$ cat config.mk
export PLATFORM = sky130hd
export DESIGN_NAME = pld_ram
export DESIGN_NICKNAME = d
export VERILOG_FILES = /design/src/hdl/pld_ram.sv
export SDC_FILE = /design/constraint.sdc
export NUM_CORES = 1
export LEC_CHECK = 0
export ABC_CLOCK_PERIOD_IN_PS = 4830
export CORE_MARGIN = 8
export CORE_UTILIZATION = 55
export CTS_CLUSTER_DIAMETER = 150
export DETAILED_ROUTE_END_ITERATION = 7
export DONT_BUFFER_PORTS = 1
export PLACE_DENSITY = 0.73
export SYNTH_ARGS = -nofsm -noshare
export SYNTH_HDL_FRONTEND = slang
export SYNTH_SLANG_ARGS = --single-unit
$ cat constraint.sdc
create_clock -name clk_i -period 4.83 [get_ports clk_i]
set_input_delay 0.483 -clock clk_i [delete_from_list [all_inputs] [get_ports clk_i]]
set_output_delay 0.483 -clock clk_i [all_outputs]
set_load 0.02 [all_outputs]
$ cat src/hdl/pld_ram.sv
// ----------------------------------------------------------------------------
// pld_ram
// Simple dual-port RAM: one write port, one read port, registered read.
// ----------------------------------------------------------------------------
module pld_ram #(
  parameter int Width = 8,
  parameter int Depth = 16,
  parameter int AddrW = (Depth > 1) ? $clog2(Depth) : 1
) (
  input  logic             clk_i,
  input  logic             we_i,
  input  logic [AddrW-1:0] waddr_i,
  input  logic [Width-1:0] wdata_i,
  input  logic [AddrW-1:0] raddr_i,
  output logic [Width-1:0] rdata_o
);

  logic [Width-1:0] mem_q [Depth];
  logic [Width-1:0] rdata_q;

  always_ff @(posedge clk_i) begin
    if (we_i) begin
      mem_q[waddr_i] <= wdata_i;
    end
    rdata_q <= mem_q[raddr_i];
  end

  assign rdata_o = rdata_q;

endmodule

Word-level counts from Yosys, hierarchy flattened
Memory sizes are Yosys's and may differ from the RTL's. A register that Yosys moved wholly into a read port is not among the register bits. Cells that the tools add are included.

Output and inout port bits: 8. Flip-flop bits (word level): 0. Bits in writable memories: 128. Logic and storage cells: 3. Memories kept: 1. Bits of input ports: 18.

Mux-type cells: 2.

Memory list: mem_q (depth 16, width 8, read ports 1, clocked after memory_dff 1, wr ports 1, RTL line 18) `logic [Width-1:0] mem_q [Depth];`.

Operators by type and width (number): $mux W1 (2).

Depth between registers and ports, before layout
Depth in word-level cells: 2. Gate-level depth with buffers: 5. Depth with buffers taken out: 3.

Least setup slack after synthesis
No wires, ideal clock.

Path kind: input-to-reg. From: input port waddr_i[2]. To: memory mem_q[0][0], enable pin. Data required time: 4.447 ns. Path buffers: 0. Setup time: 0.383 ns. Stages on the path: 2. Arrival: 1.593 ns. Path slack: 2.854 ns. Path through: or3b_2 nor3_1.

RTL lines: start: declaration (RTL line 12) `input logic [AddrW-1:0] waddr_i,`; end: declaration (RTL line 18).

No word-level cell before the write port.

Final worst setup path
From: input port waddr_i[2]. To: memory mem_q[0][4], enable pin.

No word-level cell before the write port.

==> report_table.html <==
<table>
<tr><th>Metric</th><th>Value</th></tr>
<tr><th colspan="2">Run status</th></tr>
<tr><td>Status</td><td>completed</td></tr>
<tr><th colspan="2">Yosys</th></tr>
<tr><td>Number of cells produced by synthesis</td><td>229</td></tr>
<tr><td>Net count of the mapped netlist</td><td>247</td></tr>
<tr><td>Number of distinct standard cells referenced by the synthesized netlist</td><td>19</td></tr>
<tr><td>Fraction of synthesized cell area taken by the top area cell type</td><td>0.747</td></tr>
<tr><td>Top area cells in the synthesized netlist</td><td>sky130_fd_sc_hd__edfxtp_1, sky130_fd_sc_hd__mux4_2, sky130_fd_sc_hd__mux4_1</td></tr>
<tr><td>Cell taking the most area after synthesis</td><td>sky130_fd_sc_hd__edfxtp_1</td></tr>
<tr><td>Sequential element share of the synthesized area</td><td>0.778</td></tr>
<tr><td>Number of warnings printed during yosys synthesis</td><td>0</td></tr>
<tr><td>Flip-flop and latch count after synthesis</td><td>136</td></tr>
<tr><td>Netlist area before placement</td><td>roughly 0.005 mm2</td></tr>
<tr><td>Synthesized area divided by synthesized cell count</td><td>~22 um2</td></tr>
<tr><th colspan="2">Pwr</th></tr>
<tr><td>Power Density</td><td>476 mW/mm2</td></tr>
<tr><td>Leak Pwr</td><td>approximately 1.9 nW</td></tr>
<tr><td>Tot Pwr</td><td>about 2.8 mW</td></tr>
<tr><td>Worst IR drop on VDD</td><td>0.275 mV</td></tr>
<tr><th colspan="2">Setup path</th></tr>
<tr><td>Setup crit end kind</td><td>register</td></tr>
<tr><td>Total buffers and inverters traversed by the critical path</td><td>0</td></tr>
<tr><td>Cell chain of the critical path</td><td>or3b_2, nor3_1</td></tr>
<tr><td>Delay of the slowest critical-path stage</td><td>900 ps</td></tr>
<tr><td>Worst setup SP type</td><td>input port</td></tr>
<tr><td>Endpoint required time on the critical path</td><td>roughly 5000 ps</td></tr>
<tr><td>WS Path Type</td><td>input port to register</td></tr>
<tr><td>Slowest cell on the critical path</td><td>sky130_fd_sc_hd__nor3_1</td></tr>
<tr><td>Critical Path AT</td><td>roughly 1900 ps</td></tr>
<tr><td>Maximum fanout count along the critical path</td><td>8</td></tr>
<tr><td>Cell class contributing the biggest share of worst-path delay</td><td>simple AND/OR/NAND/NOR gates</td></tr>
<tr><th colspan="2">Timing</th></tr>
<tr><td>Max Freq</td><td>562 MHz</td></tr>
<tr><td>TNS Setup</td><td>0 ps</td></tr>
<tr><td>Slew Viols, Final</td><td>0</td></tr>
<tr><td>Transition time at the pin with the least slew margin</td><td>about 1200 ps</td></tr>
<tr><td>Portion of the clock cycle consumed by the worst path in the final layout</td><td>0.368</td></tr>
<tr><td>Final setup vio count</td><td>0</td></tr>
<tr><td>Final hold violation count</td><td>0</td></tr>
<tr><td>Final worst hold slack</td><td>approximately 57 ps</td></tr>
<tr><td>Setup repair after global routing missed its margin</td><td>false</td></tr>
<tr><td>Setup Skew</td><td>7.66 ps</td></tr>
<tr><td>Tmin final</td><td>1780 ps</td></tr>
<tr><td>Remaining max-slew budget at the tightest pin</td><td>0.185</td></tr>
<tr><th colspan="2">Routing</th></tr>
<tr><td>Post-route ant nets</td><td>0</td></tr>
<tr><td>Iter 0 DRT Violations</td><td>230</td></tr>
<tr><td>Total vias in the final route</td><td>2,316</td></tr>
<tr><td>DRC violations left</td><td>0</td></tr>
<tr><td>Routed length per instance</td><td>27.2 um</td></tr>
<tr><td>First-pass iteration count of the detailed router</td><td>5</td></tr>
<tr><td>Average via count per standard cell</td><td>~6.4</td></tr>
<tr><td>Post-detailed-routing wire length</td><td>slightly below 10 mm</td></tr>
<tr><th colspan="2">Clocking</th></tr>
<tr><td>Number of post-CTS setup repair buffers</td><td>0</td></tr>
<tr><td>Number of buffers created by CTS</td><td>17</td></tr>
<tr><td>Buffer levels on the longest clock path</td><td>2</td></tr>
<tr><td>CTS tree</td><td>yes</td></tr>
<tr><td>Clock-pin slew on the worst setup and hold paths</td><td>~60 ps</td></tr>
<tr><td>Worst skew pair latency</td><td>between 500 and 600 ps</td></tr>
<tr><td>CTS sink cnt</td><td>~140</td></tr>
<tr><td>Number of hold buffers added after cts</td><td>0</td></tr>
<tr><td>H-Tree Level Count</td><td>4</td></tr>
<tr><td>Clock root buffer</td><td>sky130_fd_sc_hd__clkbuf_8</td></tr>
<tr><td>Post-cts repair resize count</td><td>0</td></tr>
<tr><th colspan="2">Global route</th></tr>
<tr><td>Via count of the first global-routing pass</td><td>2,434</td></tr>
<tr><td>Maximum number of pins on one net before global-route repair</td><td>33</td></tr>
<tr><td>Wire length of the first global-routing pass</td><td>14.7 mm</td></tr>
<tr><td>Grt total ovfl</td><td>0</td></tr>
<tr><td>Initial antenna violation count</td><td>0</td></tr>
<tr><td>Overall global routing resource usage</td><td>0.165</td></tr>
<tr><th colspan="2">Cells and area</th></tr>
<tr><td>Share of cells above drive strength 1</td><td>0.202</td></tr>
<tr><td>Area growth from synthesis to final layout</td><td>13.5%</td></tr>
<tr><td>Net count of the finished layout</td><td>approximately 260</td></tr>
<tr><td>Commonest non-fill, non-tap cell in the layout</td><td>sky130_fd_sc_hd__edfxtp_1</td></tr>
<tr><td>Highest-count cells in the layout ignoring fill and taps</td><td>sky130_fd_sc_hd__edfxtp_1, sky130_fd_sc_hd__mux4_2, sky130_fd_sc_hd__a22oi_1, sky130_fd_sc_hd__clkbuf_16, sky130_fd_sc_hd__mux4_1</td></tr>
<tr><td>Antenna diode count</td><td>0</td></tr>
<tr><td>Non-filler instance count after layout</td><td>roughly 360</td></tr>
<tr><th colspan="2">Floorplanning</th></tr>
<tr><td>Die Height</td><td>113 um</td></tr>
<tr><td>Width of the die</td><td>113 um</td></tr>
<tr><td>Die outline area</td><td>0.0127 mm2</td></tr>
<tr><td>Standard-cell row count</td><td>35</td></tr>
<tr><td>Core outline area</td><td>slightly above 0.009 mm2</td></tr>
<tr><td>Starting Density</td><td>0.562</td></tr>
<tr><td>I/O pin count</td><td>26</td></tr>
<tr><th colspan="2">Placement</th></tr>
<tr><td>Half-perimeter wire length of the detailed placement result</td><td>5.93 mm</td></tr>
<tr><td>Weighted congestion reported at the end of routability-driven placement</td><td>about 0.73</td></tr>
<tr><td>Number of buffers inserted by port buffering</td><td>0</td></tr>
<tr><td># placed instances</td><td>331</td></tr>
<tr><th colspan="2">Worst hold path</th></tr>
<tr><td>Hold/Removal Path Class</td><td>input port to register</td></tr>
<tr><th colspan="2">Run</th></tr>
<tr><td># Max-Cap Violations</td><td>0</td></tr>
</table>
==> final timing paths <==
check	endpoint	from	slack (ps)	cells past startpoint
min	mem_q[6][6]$_DFFE_PP_	wdata_i[6]	60	0
max reg2reg	rdata_o[0]$_DFF_P_	mem_q[11][0]$_DFFE_PP_	3390	3
max	mem_q[0][4]$_DFFE_PP_	waddr_i[2]	3050	2
min reg2reg	rdata_o[1]$_DFF_P_	mem_q[6][1]$_DFFE_PP_	680	3
==> sequential cells by signal (all words and copies together), names as in the netlist <==
name,flops
mem_q,128
rdata_o,8
==> area by class of cell <==
cell class | instances | area [um2]
Fill cell | 600 | 3310
Sequential cell | 136 | 4000
Clock inverter | 13 | 203
Clock buffer | 19 | 432
Multi-Input combinational cell | 83 | 1060
Tap cell | 111 | 139
Timing Repair Buffer | 1 | 7.51
==> cells in the mapped netlist (all sizes together) <==
library cell,number
nor2,13
dfxtp,8
clkdlybuf4s25,3
nand3,1
edfxtp,128
and2,1
a22oi,16
nor2b,1
mux4,32
nand3b,2
or3b,1
nor3,4
buf,7
nand2b,2
and2b,1
nand2,9
==> through the flow <==
stage                     instance area, um2  utilization  worst slack, ps
final                                   5840        0.638             3050
after floorplan                         5150            -             2850
after global placement                  5210        0.569             2590
after CTS                               5840        0.638             3090
after detailed placement                5210        0.569             2560
after global routing                    5840        0.638             3000
==> power by group <==
part / internal, mW / switching [mW] / leakage [nW]
combinational: 0.0374 / 0.0332 / 0.375
sequential: 1.32 / 0.0178 / 1.22
clock: 0.901 / 0.470 / 0.308
==> kinds of logic (layout without fill, tap and decap cells) <==
logic type	after synthesis	in the layout	synth area share
and+or+nand+nor	35	35	0.0318
muxes	32	32	0.150
DFF	136	136	0.778
AOI/OAI and AO/OA	16	16	0.0233
buffers and inverters	10	33	0.0168
==> per-layer routing <==
layer	up-vias	global-route usage	wire [um]
met5	-	0	0
met4	0	0.0746	187
met3	14	0.0485	809
met2	101	0.253	4880
met1	1208	0.215	4000
li1	993	-	-
Note: power is estimated with default switching activity, not from simulation.
