<file path="src/hdl/pld_pkg.sv">
// ----------------------------------------------------------------------------
// pld_pkg
// Shared widths, codes and record types of the length-prefixed deframer.
// ----------------------------------------------------------------------------
package pld_pkg;

  localparam int CONNS     = 1024;
  localparam int CONN_W    = 10;
  localparam int BYTE_W    = 8;
  localparam int LEN_W     = 16;
  localparam int HDR_BYTES = 4;
  localparam int HDR_W     = 24;
  localparam int ADDR_W    = (CONNS > 1) ? $clog2(CONNS) : 1;
  localparam int ENTRY_W   = HDR_W + 2 * LEN_W;

  localparam int FIFO_DEPTH = 4;
  localparam int FIFO_PW    = 2;
  localparam int FIFO_CW    = 3;

  // action codes
  localparam logic ACT_DATA  = 1'b0;
  localparam logic ACT_CLEAR = 1'b1;

  // per-connection table entry
  typedef struct packed {
    logic [HDR_W-1:0] hdr;
    logic [LEN_W-1:0] seen;
    logic [LEN_W-1:0] len;
  } entry_t;

  // one queued record: a released header (four beats) or one body byte
  typedef struct packed {
    logic [CONN_W-1:0] conn;
    logic [BYTE_W-1:0] data;
    logic [HDR_W-1:0]  hdr;
    logic [LEN_W-1:0]  len;
    logic [LEN_W-1:0]  pos;
    logic              is_hdr;
    logic              last;
    logic              bad;
  } rec_t;

endpackage

</file>
<file path="src/hdl/pld_if.sv">


interface pld_out_if;
  logic                       valid;
  logic                       ready;
  logic [pld_pkg::CONN_W-1:0] out_conn;
  logic [pld_pkg::BYTE_W-1:0] out_byte;
  logic [pld_pkg::LEN_W-1:0]  msg_length;
  logic [pld_pkg::LEN_W-1:0]  byte_position;
  logic                       first_byte;
  logic                       last_byte;
  logic                       bad_length;

  modport source (output valid, output out_conn, output out_byte, output msg_length,
                  output byte_position, output first_byte, output last_byte,
                  output bad_length, input ready);
  modport sink   (input valid, input out_conn, input out_byte, input msg_length,
                  input byte_position, input first_byte, input last_byte,
                  input bad_length, output ready);
endinterface

</file>
<file path="src/hdl/pld_emit.sv">
// ----------------------------------------------------------------------------
// pld_emit
// Record queue and beat serializer: a header record leaves as four beats,
// a body record as one.
// ----------------------------------------------------------------------------
module pld_emit (
  input  logic                          clk_i,
  input  logic                          rst_ni,
  input  logic                          push_i,
  input  pld_pkg::rec_t                 rec_i,
  output logic [pld_pkg::FIFO_CW-1:0]   cnt_o,
  pld_out_if.source                     out_o
);
  import pld_pkg::*;

  localparam logic [1:0] SubLast = 2'd3;

  rec_t               fifo_q [FIFO_DEPTH];
  logic [FIFO_PW-1:0] wr_ptr_q, rd_ptr_q;
  logic [FIFO_CW-1:0] cnt_q, cnt_d;
  logic [1:0]         sub_q;
  rec_t               head;
  logic               beat;
  logic               pop;
  logic [BYTE_W-1:0]  hdr_byte;

  assign head = fifo_q[rd_ptr_q];
  assign beat = out_o.valid && out_o.ready;
  assign pop  = beat && (!head.is_hdr || (sub_q == SubLast));

  always_comb begin
    case (sub_q)
      2'd0:    hdr_byte = head.hdr[7:0];
      2'd1:    hdr_byte = head.hdr[15:8];
      2'd2:    hdr_byte = head.hdr[23:16];
      default: hdr_byte = head.data;
    endcase
  end

  always_comb begin
    cnt_d = cnt_q;
    if (push_i && !pop) begin
      cnt_d = cnt_q + FIFO_CW'(1);
    end else if (!push_i && pop) begin
      cnt_d = cnt_q - FIFO_CW'(1);
    end
  end

  always_ff @(posedge clk_i or negedge rst_ni) begin
    if (!rst_ni) begin
      wr_ptr_q <= '0;
      rd_ptr_q <= '0;
      cnt_q    <= '0;
      sub_q    <= '0;
    end else begin
      cnt_q <= cnt_d;
      if (push_i) begin
        wr_ptr_q <= wr_ptr_q + FIFO_PW'(1);
      end
      if (pop) begin
        rd_ptr_q <= rd_ptr_q + FIFO_PW'(1);
        sub_q    <= '0;
      end else if (beat) begin
        sub_q <= sub_q + 2'd1;
      end
    end
  end

  always_ff @(posedge clk_i) begin
    if (push_i) begin
      fifo_q[wr_ptr_q] <= rec_i;
    end
  end

  assign cnt_o               = cnt_q;
  assign out_o.valid         = (cnt_q != '0);
  assign out_o.out_conn      = head.conn;
  assign out_o.out_byte      = head.is_hdr ? hdr_byte : head.data;
  assign out_o.msg_length    = head.len;
  assign out_o.byte_position = head.is_hdr ? LEN_W'(sub_q) : head.pos;
  assign out_o.first_byte    = head.is_hdr && (sub_q == 2'd0);
  assign out_o.last_byte     = head.last && (!head.is_hdr || (sub_q == SubLast));
  assign out_o.bad_length    = head.is_hdr && head.bad;

endmodule

</file>
<file path="src/flat_wrapper.sv">
// flat-port wrapper written by rule: the top's interface ports become plain ports
module pld_emit_flat import pld_pkg::*;
  (clk_i, rst_ni, push_i, rec_i, cnt_o, out_o_valid, out_o_out_conn, out_o_out_byte, out_o_msg_length, out_o_byte_position, out_o_first_byte, out_o_last_byte, out_o_bad_length, out_o_ready);
  pld_out_if out_o_i ();
  input  logic clk_i;
  input  logic rst_ni;
  input  logic push_i;
  input  pld_pkg::rec_t rec_i;
  output logic [pld_pkg::FIFO_CW-1:0] cnt_o;
  output wire logic [$bits(out_o_i.valid)-1:0] out_o_valid;
  output wire logic [$bits(out_o_i.out_conn)-1:0] out_o_out_conn;
  output wire logic [$bits(out_o_i.out_byte)-1:0] out_o_out_byte;
  output wire logic [$bits(out_o_i.msg_length)-1:0] out_o_msg_length;
  output wire logic [$bits(out_o_i.byte_position)-1:0] out_o_byte_position;
  output wire logic [$bits(out_o_i.first_byte)-1:0] out_o_first_byte;
  output wire logic [$bits(out_o_i.last_byte)-1:0] out_o_last_byte;
  output wire logic [$bits(out_o_i.bad_length)-1:0] out_o_bad_length;
  input wire logic [$bits(out_o_i.ready)-1:0] out_o_ready;
  assign out_o_valid = out_o_i.valid;
  assign out_o_out_conn = out_o_i.out_conn;
  assign out_o_out_byte = out_o_i.out_byte;
  assign out_o_msg_length = out_o_i.msg_length;
  assign out_o_byte_position = out_o_i.byte_position;
  assign out_o_first_byte = out_o_i.first_byte;
  assign out_o_last_byte = out_o_i.last_byte;
  assign out_o_bad_length = out_o_i.bad_length;
  assign out_o_i.ready = out_o_ready;
  pld_emit u_core (.clk_i(clk_i), .rst_ni(rst_ni), .push_i(push_i), .rec_i(rec_i), .cnt_o(cnt_o), .out_o(out_o_i));
endmodule
</file>
<file path="config.mk">
export PLATFORM = sky130hd
export DESIGN_NAME = pld_emit_flat
export DESIGN_NICKNAME = d
export VERILOG_FILES = /design/src/hdl/pld_pkg.sv /design/src/hdl/pld_if.sv /design/src/hdl/pld_emit.sv /design/src/flat_wrapper.sv
export SDC_FILE = /design/constraint.sdc
export NUM_CORES = 1
export LEC_CHECK = 0
export ABC_CLOCK_PERIOD_IN_PS = 4500
export BUFFER_PORTS_ARGS = -buffer_cell sky130_fd_sc_hd__buf_2
export CAP_MARGIN = 20
export CORE_MARGIN = 4
export CORE_UTILIZATION = 54
export CTS_CLUSTER_DIAMETER = 100
export DETAILED_ROUTE_END_ITERATION = 8
export GPL_TIMING_DRIVEN = 0
export HOLD_SLACK_MARGIN = 0.1
export PLACE_DENSITY = 0.75
export SYNTH_ARGS = -nofsm -noshare
export SYNTH_HDL_FRONTEND = slang
export SYNTH_SLANG_ARGS = --single-unit
</file>
<file path="constraint.sdc">
create_clock -name clk_i -period 4.5 [get_ports clk_i]
set_clock_uncertainty 0.2 [all_clocks]
set_input_delay 0.45 -clock clk_i [delete_from_list [all_inputs] [get_ports clk_i]]
set_output_delay 0.45 -clock clk_i [all_outputs]
set_load 0.01 [all_outputs]
</file>
---- Word level (Yosys, flattened, before mapping) ----
Memories as Yosys holds them, arrays and structs flattened.
Cells that the tools add are included.
word-level totals
  input bits .............................. 81
  memories kept ........................... 1
  register bits ........................... 9
  ROM bits ................................ 0
  word-level logic and storage cells ...... 37
  output and inout bits ................... 57
  latch bits .............................. 0
  memory bits (writable) .................. 308
memories
  memory         words  bits a word  rd ports  clocked after Yosys merged registers in  write ports  RTL line        RTL
  u_core.fifo_q  4      77           1         0                                        1            pld_emit.sv:18  rec_t fifo_q [FIFO_DEPTH];
operators by class
  $add $sub $neg .......................... 5
  div/mod/pow operators ................... 0
  shift-type cells ........................ 0
  mux-type cells .......................... 9
  $lt $le $gt $ge ......................... 0
  bitwise logic cells ..................... 0
  multipliers ............................. 0
  equality and inequality tests ........... 3
  reductions and logical operators ........ 15
operators with widths
  kind                                                                    number
  8-bit one-hot mux with 3 select lines                                   1
  16-bit two-way mux                                                      1
  8-bit two-way mux                                                       1
  1-bit logical AND                                                       7
  2-bit by 1-bit adder with 2-bit output (second input constant)          3
  3-bit two-way mux                                                       2
  2-bit equality test (second input constant)                             2
  2-bit two-way mux                                                       2
  2-bit nonzero test                                                      2
  3-bit by 1-bit adder with 3-bit output (second input constant)          1
  1-bit logical NOT                                                       3
  3-bit nonzero test                                                      1
  3-bit by 1-bit subtractor with 3-bit output (second input constant)     1
  2-bit by 1-bit equality test with 1-bit output (second input constant)  1
  2-bit logical NOT                                                       1
  1-bit two-way mux                                                       2
  1-bit logical OR                                                        1

---- Longest topological paths before layout ----
Gate-level depths: netlist of run 1.
An unclocked memory read counts as a cell.
  depth after elaboration ................. 7
  gate-level depth with buffers ........... 11
  mapped depth without buffers ............ 10

---- Least setup slack after synthesis of run 1 ----
Ideal clock, no wire load.
  path type ............................... reg2reg
  start point ............................. reg u_core.wr_ptr_q[0]
  end point ............................... mem u_core.fifo_q[0][0] in the netlist's numbering, enable pin
  slack ................................... 1.440 ns
  path buffers ............................ 0
  stages on the path, launching flop included .. 4
  data arrival time ....................... 2.417 ns
  setup time .............................. 0.443 ns
  required time ........................... 3.857 ns
  clock period less this slack ............ 3.060 ns
  cells stage by stage .................... dfrtp_1 inv_1 ha_1 and2_1
RTL lines
  element                 RTL line        RTL
  from (decl)             pld_emit.sv:19  logic [FIFO_PW-1:0] wr_ptr_q, rd_ptr_q;
  from (signal assigned)  pld_emit.sv:58  wr_ptr_q <= wr_ptr_q + FIFO_PW'(1);
  to (decl)               pld_emit.sv:18
No word-level cell before the write port.

---- Final worst setup path of run 1 ----
  start point ............................. reg u_core.rd_ptr_q[0]
  end point ............................... out out_o_out_byte[5]
between the ends
  word-level cells in the longest chain between the ends .. 3
ends and longest elaborated chain
  element                                RTL line            RTL
  from (decl)                            pld_emit.sv:19
  from (signal assigned)                 pld_emit.sv:61      rd_ptr_q <= rd_ptr_q + FIFO_PW'(1);
  memory read 4 x 77 bit *               -
  8-bit one-hot mux with 3 select lines  pld_emit.sv:32      case (sub_q)
  8-bit two-way mux *                    pld_emit.sv:78      assign out_o.out_byte = head.is_hdr ? hdr_byte : head.data;
  to (decl)                              flat_wrapper.sv:12  output wire logic [$bits(out_o_i.out_byte)-1:0] out_o_out_byte;
Every way passes the cells marked *; elsewhere a longest branch is shown, timed or not.

==> flow_metrics.env, run 1 <==
export IMPL_status="finished, final reports clean"
export IMPL_cts_path_max_buffers=3
export IMPL_die_area_sq_um=24750
export IMPL_dp_cells=953
export IMPL_port_buffer_count=137
export IMPL_crit_path_start_kind="flip-flop"
export IMPL_drt_iter0_drc=416
export IMPL_cts_sinks=317
export IMPL_antenna_found_initial=0
export IMPL_ys_warn_count=0
export IMPL_worst_slew_pin_slew_ps=767.0
export IMPL_max_freq_mhz=306.6
export IMPL_p_leak_nw=5.214
export IMPL_synth_edff_count=308
export IMPL_cts_root_buf="clkbuf_16"
export IMPL_drv_cap=0
export IMPL_synthDistinctLibCells=29
export IMPL_ys_top_cells_by_area="edfxtp_1, mux4_2, dfrtp_1, mux2i_1, ha_1"
export IMPL_drc=0
export IMPL_grt_total_usage_pct=19.01
export IMPL_ir_worst_vdd_mv=0.4377
export IMPL_crit_type="reg -> out"
export IMPL_die_h_microns=157.3
export IMPL_setup_viol=0
export IMPL_hold_viol=0
export IMPL_worstPathArrival_ps=2610
export IMPL_required_ps=3850
export IMPL_synth_seq_cells=317
export IMPL_hold_class="in -> async"
export IMPL_seqCellArea_sq_um=9474
export IMPL_fin_crit_ps=3262
export IMPL_synthArstFlopShare_pct=2.839
export IMPL_holdBufCountCts=79
export IMPL_syn_inst=532
export IMPL_final_cells=1088
export IMPL_wire_per_inst_microns=21.40
export IMPL_drive_gt1_share_pct=34.28
export IMPL_fill_cells=1399
export IMPL_grt_pass1_wl_mm=36.07
export IMPL_coreArea_sq_um=21890
export IMPL_vias=6089
export IMPL_tns_ps=0
export IMPL_clk_pin_slew_ps=60
export IMPL_dp_slack_ps=1703
export IMPL_clock_latency_ps=540
export IMPL_drv_slew=0
export IMPL_numCtsBuffers=31
export IMPL_post_cts_resized=0
export IMPL_fin_nets=876
export IMPL_dp_hpwl_mm=14.41
export IMPL_htree_levels=1
export IMPL_finalCritPeriodShare_pct=72.49
export IMPL_rsz0062_at_grt="false"
export IMPL_initial_core_util_pct=55.00
export IMPL_cp_end_kind="output pin"
export IMPL_yosys_cell_count_top_type="edfxtp_1"
export IMPL_synth_nets=623
export IMPL_n_antenna_cell=0
export IMPL_synth_top_area_share_pct=76.82
export IMPL_rows=54
export IMPL_wirelength_mm=23.28
export IMPL_place_congestion=0.7375
export IMPL_cts_tree="yes"
export IMPL_ios=138
export IMPL_syn_mean_instance_area_sq_um=22.63
export IMPL_layout_setup_ws_ps=1238
export IMPL_grt_pass1_vias=6457
export IMPL_cts_setup_buffers=0
export IMPL_drtPass1Iterations=4
export IMPL_powerDensity_nw_per_um2=626.3
export IMPL_syn_area_sq_um=12040
export IMPL_multiInputGateArea_sq_um=2406
export IMPL_ant_nets=0
export IMPL_synth_seq_area_share_pct=78.69
export IMPL_grt_overflow=0
export IMPL_vias_per_cell=5.597
export IMPL_synthFlopType="edfxtp_1"
export IMPL_area_growth_synth_to_final_pct=23.78
export IMPL_fp_dieW_microns=157.3
export IMPL_maxSlewHeadroom_pct=48.43
export IMPL_synthTopCellsByCount="edfxtp_1, mux4_2, nand2_1"
export IMPL_grt_max_degree=57
export IMPL_path_max_fanout=10
export IMPL_synth_area_leader_cell="edfxtp_1"
registers in the layout (all words and copies together) (netlist names):
name	count
u_core.fifo_q	308
u_core.cnt_o	3
u_core.rd_ptr_q	2
u_core.sub_q	2
u_core.wr_ptr_q	2
layout by cell type (no fill, tap or decap), types with 3 or more instances in the layout:
| cell type | Yosys | layout |
|---|---|---|
| buf_2 | 12 | 149 |
| nor2b_1 | 15 | 15 |
| buf_16 | 0 | 4 |
| dfrtp_1 | 9 | 9 |
| clkinv_1 | 0 | 8 |
| and2_1 | 7 | 3 |
| buf_1 | 5 | 5 |
| mux2i_1 | 16 | 16 |
| clkbuf_16 | 0 | 31 |
| a21oi_1 | 9 | 9 |
| clkbuf_1 | 4 | 11 |
| mux4_2 | 69 | 69 |
| clkinv_2 | 0 | 6 |
| a41oi_1 | 8 | 8 |
| xor2_1 | 4 | 4 |
| o22a_1 | 8 | 8 |
| and2_4 | 0 | 4 |
| edfxtp_1 | 308 | 308 |
| inv_1 | 8 | 8 |
| ha_1 | 9 | 9 |
| nand2_1 | 20 | 20 |
| mux2_2 | 3 | 3 |
| buf_4 | 3 | 3 |
| dlygate4sd3_1 | 0 | 79 |
path summary, 6_finish.rpt:
path | from | to | slack [ps] | cells after the start
min | rst_ni | u_core.wr_ptr_q[0] | 120 | 2
max | u_core.rd_ptr_q[0] | out_o_out_byte[5] | 1240 | 6
max reg2reg | u_core.sub_q[0] | u_core.cnt_o[2] | 1660 | 11
min in group clk_i | out_o_ready | u_core.sub_q[1] | 180 | 3
max in group asynchronous | rst_ni | u_core.cnt_o[2] | 3800 | 2
min reg2reg | u_core.wr_ptr_q[0] | u_core.wr_ptr_q[0] | 340 | 1
metrics by stage:
step	power, mW	cell area, sq um	util (%)	hold slack, ps
after floorplan	5.992	12040	-	-45.59
after global placement	6.989	13080	59.73	104.8
after detailed placement	7.073	13200	60.28	118.6
after CTS	9.458	14900	68.07	114.2
after global routing	9.807	14900	68.07	128.4
final	9.333	14900	68.07	117.8
cells by family (layout without fill, tap and decap cells):
family	after synthesis	count (layout)	share of synthesized area, %
AOI/OAI and AO/OA	30	30	1.871
muxes	88	88	14.52
xor gates and xnor gates	6	6	0.4365
buffers and inverters	34	310	1.403
adders and majority gates	10	10	1.102
DFF	317	317	78.69
and+or+nand+nor	47	47	1.975
final cells by class:
class / instances / area share, %
buffer: 26 / 0.9320
sequential: 317 / 63.58
inverter: 8 / 0.2015
multi-input combinational: 181 / 16.15
clock buffer: 38 / 5.382
clock inverter: 18 / 0.7641
tap: 280 / 2.351
timing repair buffer: 220 / 10.65
where the power goes:
group	switching, mW	internal (mW)
clock	1.00	1.31
combinational	1.64	1.37
sequential	0.151	3.86
per-layer routing:
metal / track usage, % / up-vias / wire, microns
met5: 0 / - / 0
met4: 4.547 / 0 / 529
met3: 4.069 / 45 / 1634
met2: 32.04 / 218 / 11580
met1: 25.90 / 3118 / 9533
li1: - / 2708 / -
worst max-delay path, stage by stage, from the launching register on:
cell and delay, ps:
dfrtp_1 370, buf_6 150, mux4_2 370, clkbuf_1 500, a21oi_1 220, a41oi_1 270
buf_2 190
No activity file was read; power rests on OpenSTA's default activity.
==> inputs of run 2 (changes only) <==
ABC_CLOCK_PERIOD_IN_PS = 3000   (was 4500)
CORE_UTILIZATION = 52   (was 54)
clock period = 3 ns   (was 4.5 ns; I/O delays follow)
==> run 2 against run 1 <==
  * Total power grew 55%
  * Combinational power grew 52%
  * Critical path depth is the same
  * Critical path type unchanged
==> flow_metrics.env, run 2 (synthesis gave the netlist of run 1 again) <==
export IMPL_wirelength_mm=23.76
export IMPL_cts_root_buf="clkbuf_16"
export IMPL_drv_cap=0
export IMPL_required_ps=2500
export IMPL_grt_max_degree=50
export IMPL_rsz0062_at_grt="true"
export IMPL_coreArea_sq_um=22710
export IMPL_powerDensity_nw_per_um2=960.2
export IMPL_vias_per_cell=5.511
export IMPL_clockPowerShare_pct=26.7
export IMPL_fin_crit_ps=2905
export IMPL_fill_cells=1516
export IMPL_setup_viol=0
export IMPL_drv_slew=0
export IMPL_dp_hpwl_mm=14.55
export IMPL_power_frac_comb_pct=31.7
export IMPL_numCtsBuffers=31
export IMPL_die_h_microns=160.2
export IMPL_reg2reg_depth=9
export IMPL_maxSlewHeadroom_pct=60.27
export IMPL_initial_core_util_pct=53.01
export IMPL_cp_end_kind="output pin"
export IMPL_tns_ps=0
export IMPL_fin_nets=877
export IMPL_drc=0
export IMPL_switching_share_pct=29.58
export IMPL_crit_type="reg -> out"
export IMPL_r2r_slack_ps=170
export IMPL_grt_total_usage_pct=18.66
export IMPL_dp_slack_ps=95.17
export IMPL_hold_viol=0
export IMPL_port_buffer_count=137
export IMPL_reg2reg_to="u_core.cnt_o[1]"
export IMPL_cts_path_max_buffers=3
export IMPL_n_antenna_cell=0
export IMPL_max_freq_mhz=344.2
export IMPL_clk_pin_slew_ps=60
export IMPL_cts_setup_buffers=0
export IMPL_ir_worst_vdd_mv=0.7392
export IMPL_drt_iter0_drc=375
export IMPL_path_max_fanout=10
export IMPL_cts_tree="yes"
export IMPL_seq_power_share_pct=41.5
export IMPL_grt_overflow=0
export IMPL_hold_class="in -> reg"
export IMPL_drtPass1Iterations=4
export IMPL_placed_cell_area_sq_um=13200
export IMPL_final_cell_area_sq_um=15090
export IMPL_netSwitchingPower_mw=4.285
export IMPL_p_leak_nw=5.295
export IMPL_crit_path_start="u_core.rd_ptr_q[0]"
export IMPL_htree_levels=1
export IMPL_place_congestion=0.7418
export IMPL_largest_reg_flops=308
export IMPL_wire_per_inst_microns=21.70
export IMPL_rows=55
export IMPL_clock_latency_ps=550
export IMPL_antenna_found_initial=0
export IMPL_finalCritPeriodShare_pct=96.84
export IMPL_vias=6035
export IMPL_cts_sinks=317
export IMPL_layout_setup_ws_ps=94.91
export IMPL_grt_pass1_wl_mm=37.11
export IMPL_status="finished, final reports clean"
export IMPL_final_cell_mix="edfxtp_1, buf_2, dlygate4sd3_1, mux4_2, clkbuf_16"
export IMPL_setup_worst_path_end="out_o_out_byte[5]"
export IMPL_worst_slew_pin_slew_ps=592.4
export IMPL_crit_path_start_kind="flip-flop"
export IMPL_drive_gt1_share_pct=36.05
export IMPL_die_area_sq_um=25650
export IMPL_hp_start="rec_i[25]"
export IMPL_grt_pass1_vias=6634
export IMPL_intPower_mw=10.20
export IMPL_fp_dieW_microns=160.2
export IMPL_final_common_cell="edfxtp_1"
export IMPL_r2r_start="u_core.rd_ptr_q[0]"
export IMPL_ios=138
export IMPL_ant_nets=0
export IMPL_area_growth_synth_to_final_pct=25.33
export IMPL_largest_register="u_core.fifo_q"
export IMPL_worstPathArrival_ps=2410
-- run 2: cell count changes in the layout (fill, tap and decap cells not counted), sizes merged --
| cell | delta |
|---|---|
| buf | -5 |
| inv | +1 |
| dlygate4sd3 | +2 |
| clkinv | -9 |
| bufinv | +3 |
| clkbuf | +9 |
| clkinvlp | +1 |
-- run 2: worst min-delay path by stage --
stage                           endpoint  slack [ps]  cells after the start
floorplan                u_core.cnt_o[0]        -200                      0
CTS                 u_core.fifo_q[2][28]         270                      2
global placement         u_core.cnt_o[2]         -40                      1
global route        u_core.fifo_q[3][29]         290                      2
finish              u_core.fifo_q[3][25]         290                      2
detailed placement       u_core.cnt_o[2]         -40                      1
-- run 2: power by group through the flow --
stage / logic (mW) / registers, mW / clock network (mW)
after floorplan: 2.90 / 6.06 / 0
after global placement: 4.32 / 6.11 / 0
after detailed placement: 4.50 / 6.11 / 0
after CTS: 4.62 / 6.02 / 3.91
after global routing: 4.97 / 6.08 / 4.14
final: 4.59 / 6.02 / 3.87
-- run 2: per-layer routing --
| metal | part of all wire, % | global-route usage [%] | up-vias |
|---|---|---|---|
| met5 | 0 | 0 | - |
| met4 | 2.2 | 4.693 | 0 |
| met3 | 6.1 | 4.155 | 37 |
| met2 | 52 | 32.60 | 191 |
| met1 | 40 | 24.03 | 3093 |
| li1 | - | - | 2714 |
-- run 2: metrics by stage --
stage	cells	hold WS [ps]	util, %	total power [mW]
6_report	1095	289.3	66.44	14.49
3_5_place_dp	958	-40.92	58.13	10.61
4_1_cts	1095	268.2	66.26	14.55
5_1_grt	1095	285.4	66.44	15.20
2_1_floorplan	532	-195.6	-	8.962
3_3_place_gp	954	-40.12	57.62	10.44
-- run 2: final cells by class --
| type | instances | area, sq um | share of cell area (%) |
|---|---|---|---|
| timing repair buffer | 222 | 1607 | 10.65 |
| buffer | 25 | 156.4 | 1.037 |
| clock buffer | 43 | 850.8 | 5.639 |
| multi-input combinational | 181 | 2434 | 16.13 |
| clock inverter | 14 | 180.2 | 1.194 |
| sequential | 317 | 9474 | 62.79 |
| inverter | 8 | 30.03 | 0.1990 |
| tap | 285 | 356.6 | 2.363 |
-- run 2: critical path, cell delays in order (launching register included) --
cell	delay, ps
dfrtp_1	340
buf_6	160
mux4_2	550
clkbuf_2	250
a21oi_1	290
a41oi_1	80
buf_2	180
-- run 2: timing repair --
item | CTS | global route
endpoints found under the setup margin | 29 | 34
hold endpoints to repair | 322 | 0
hold buffers | 81 | 0
gates resized for setup | 6 | 12
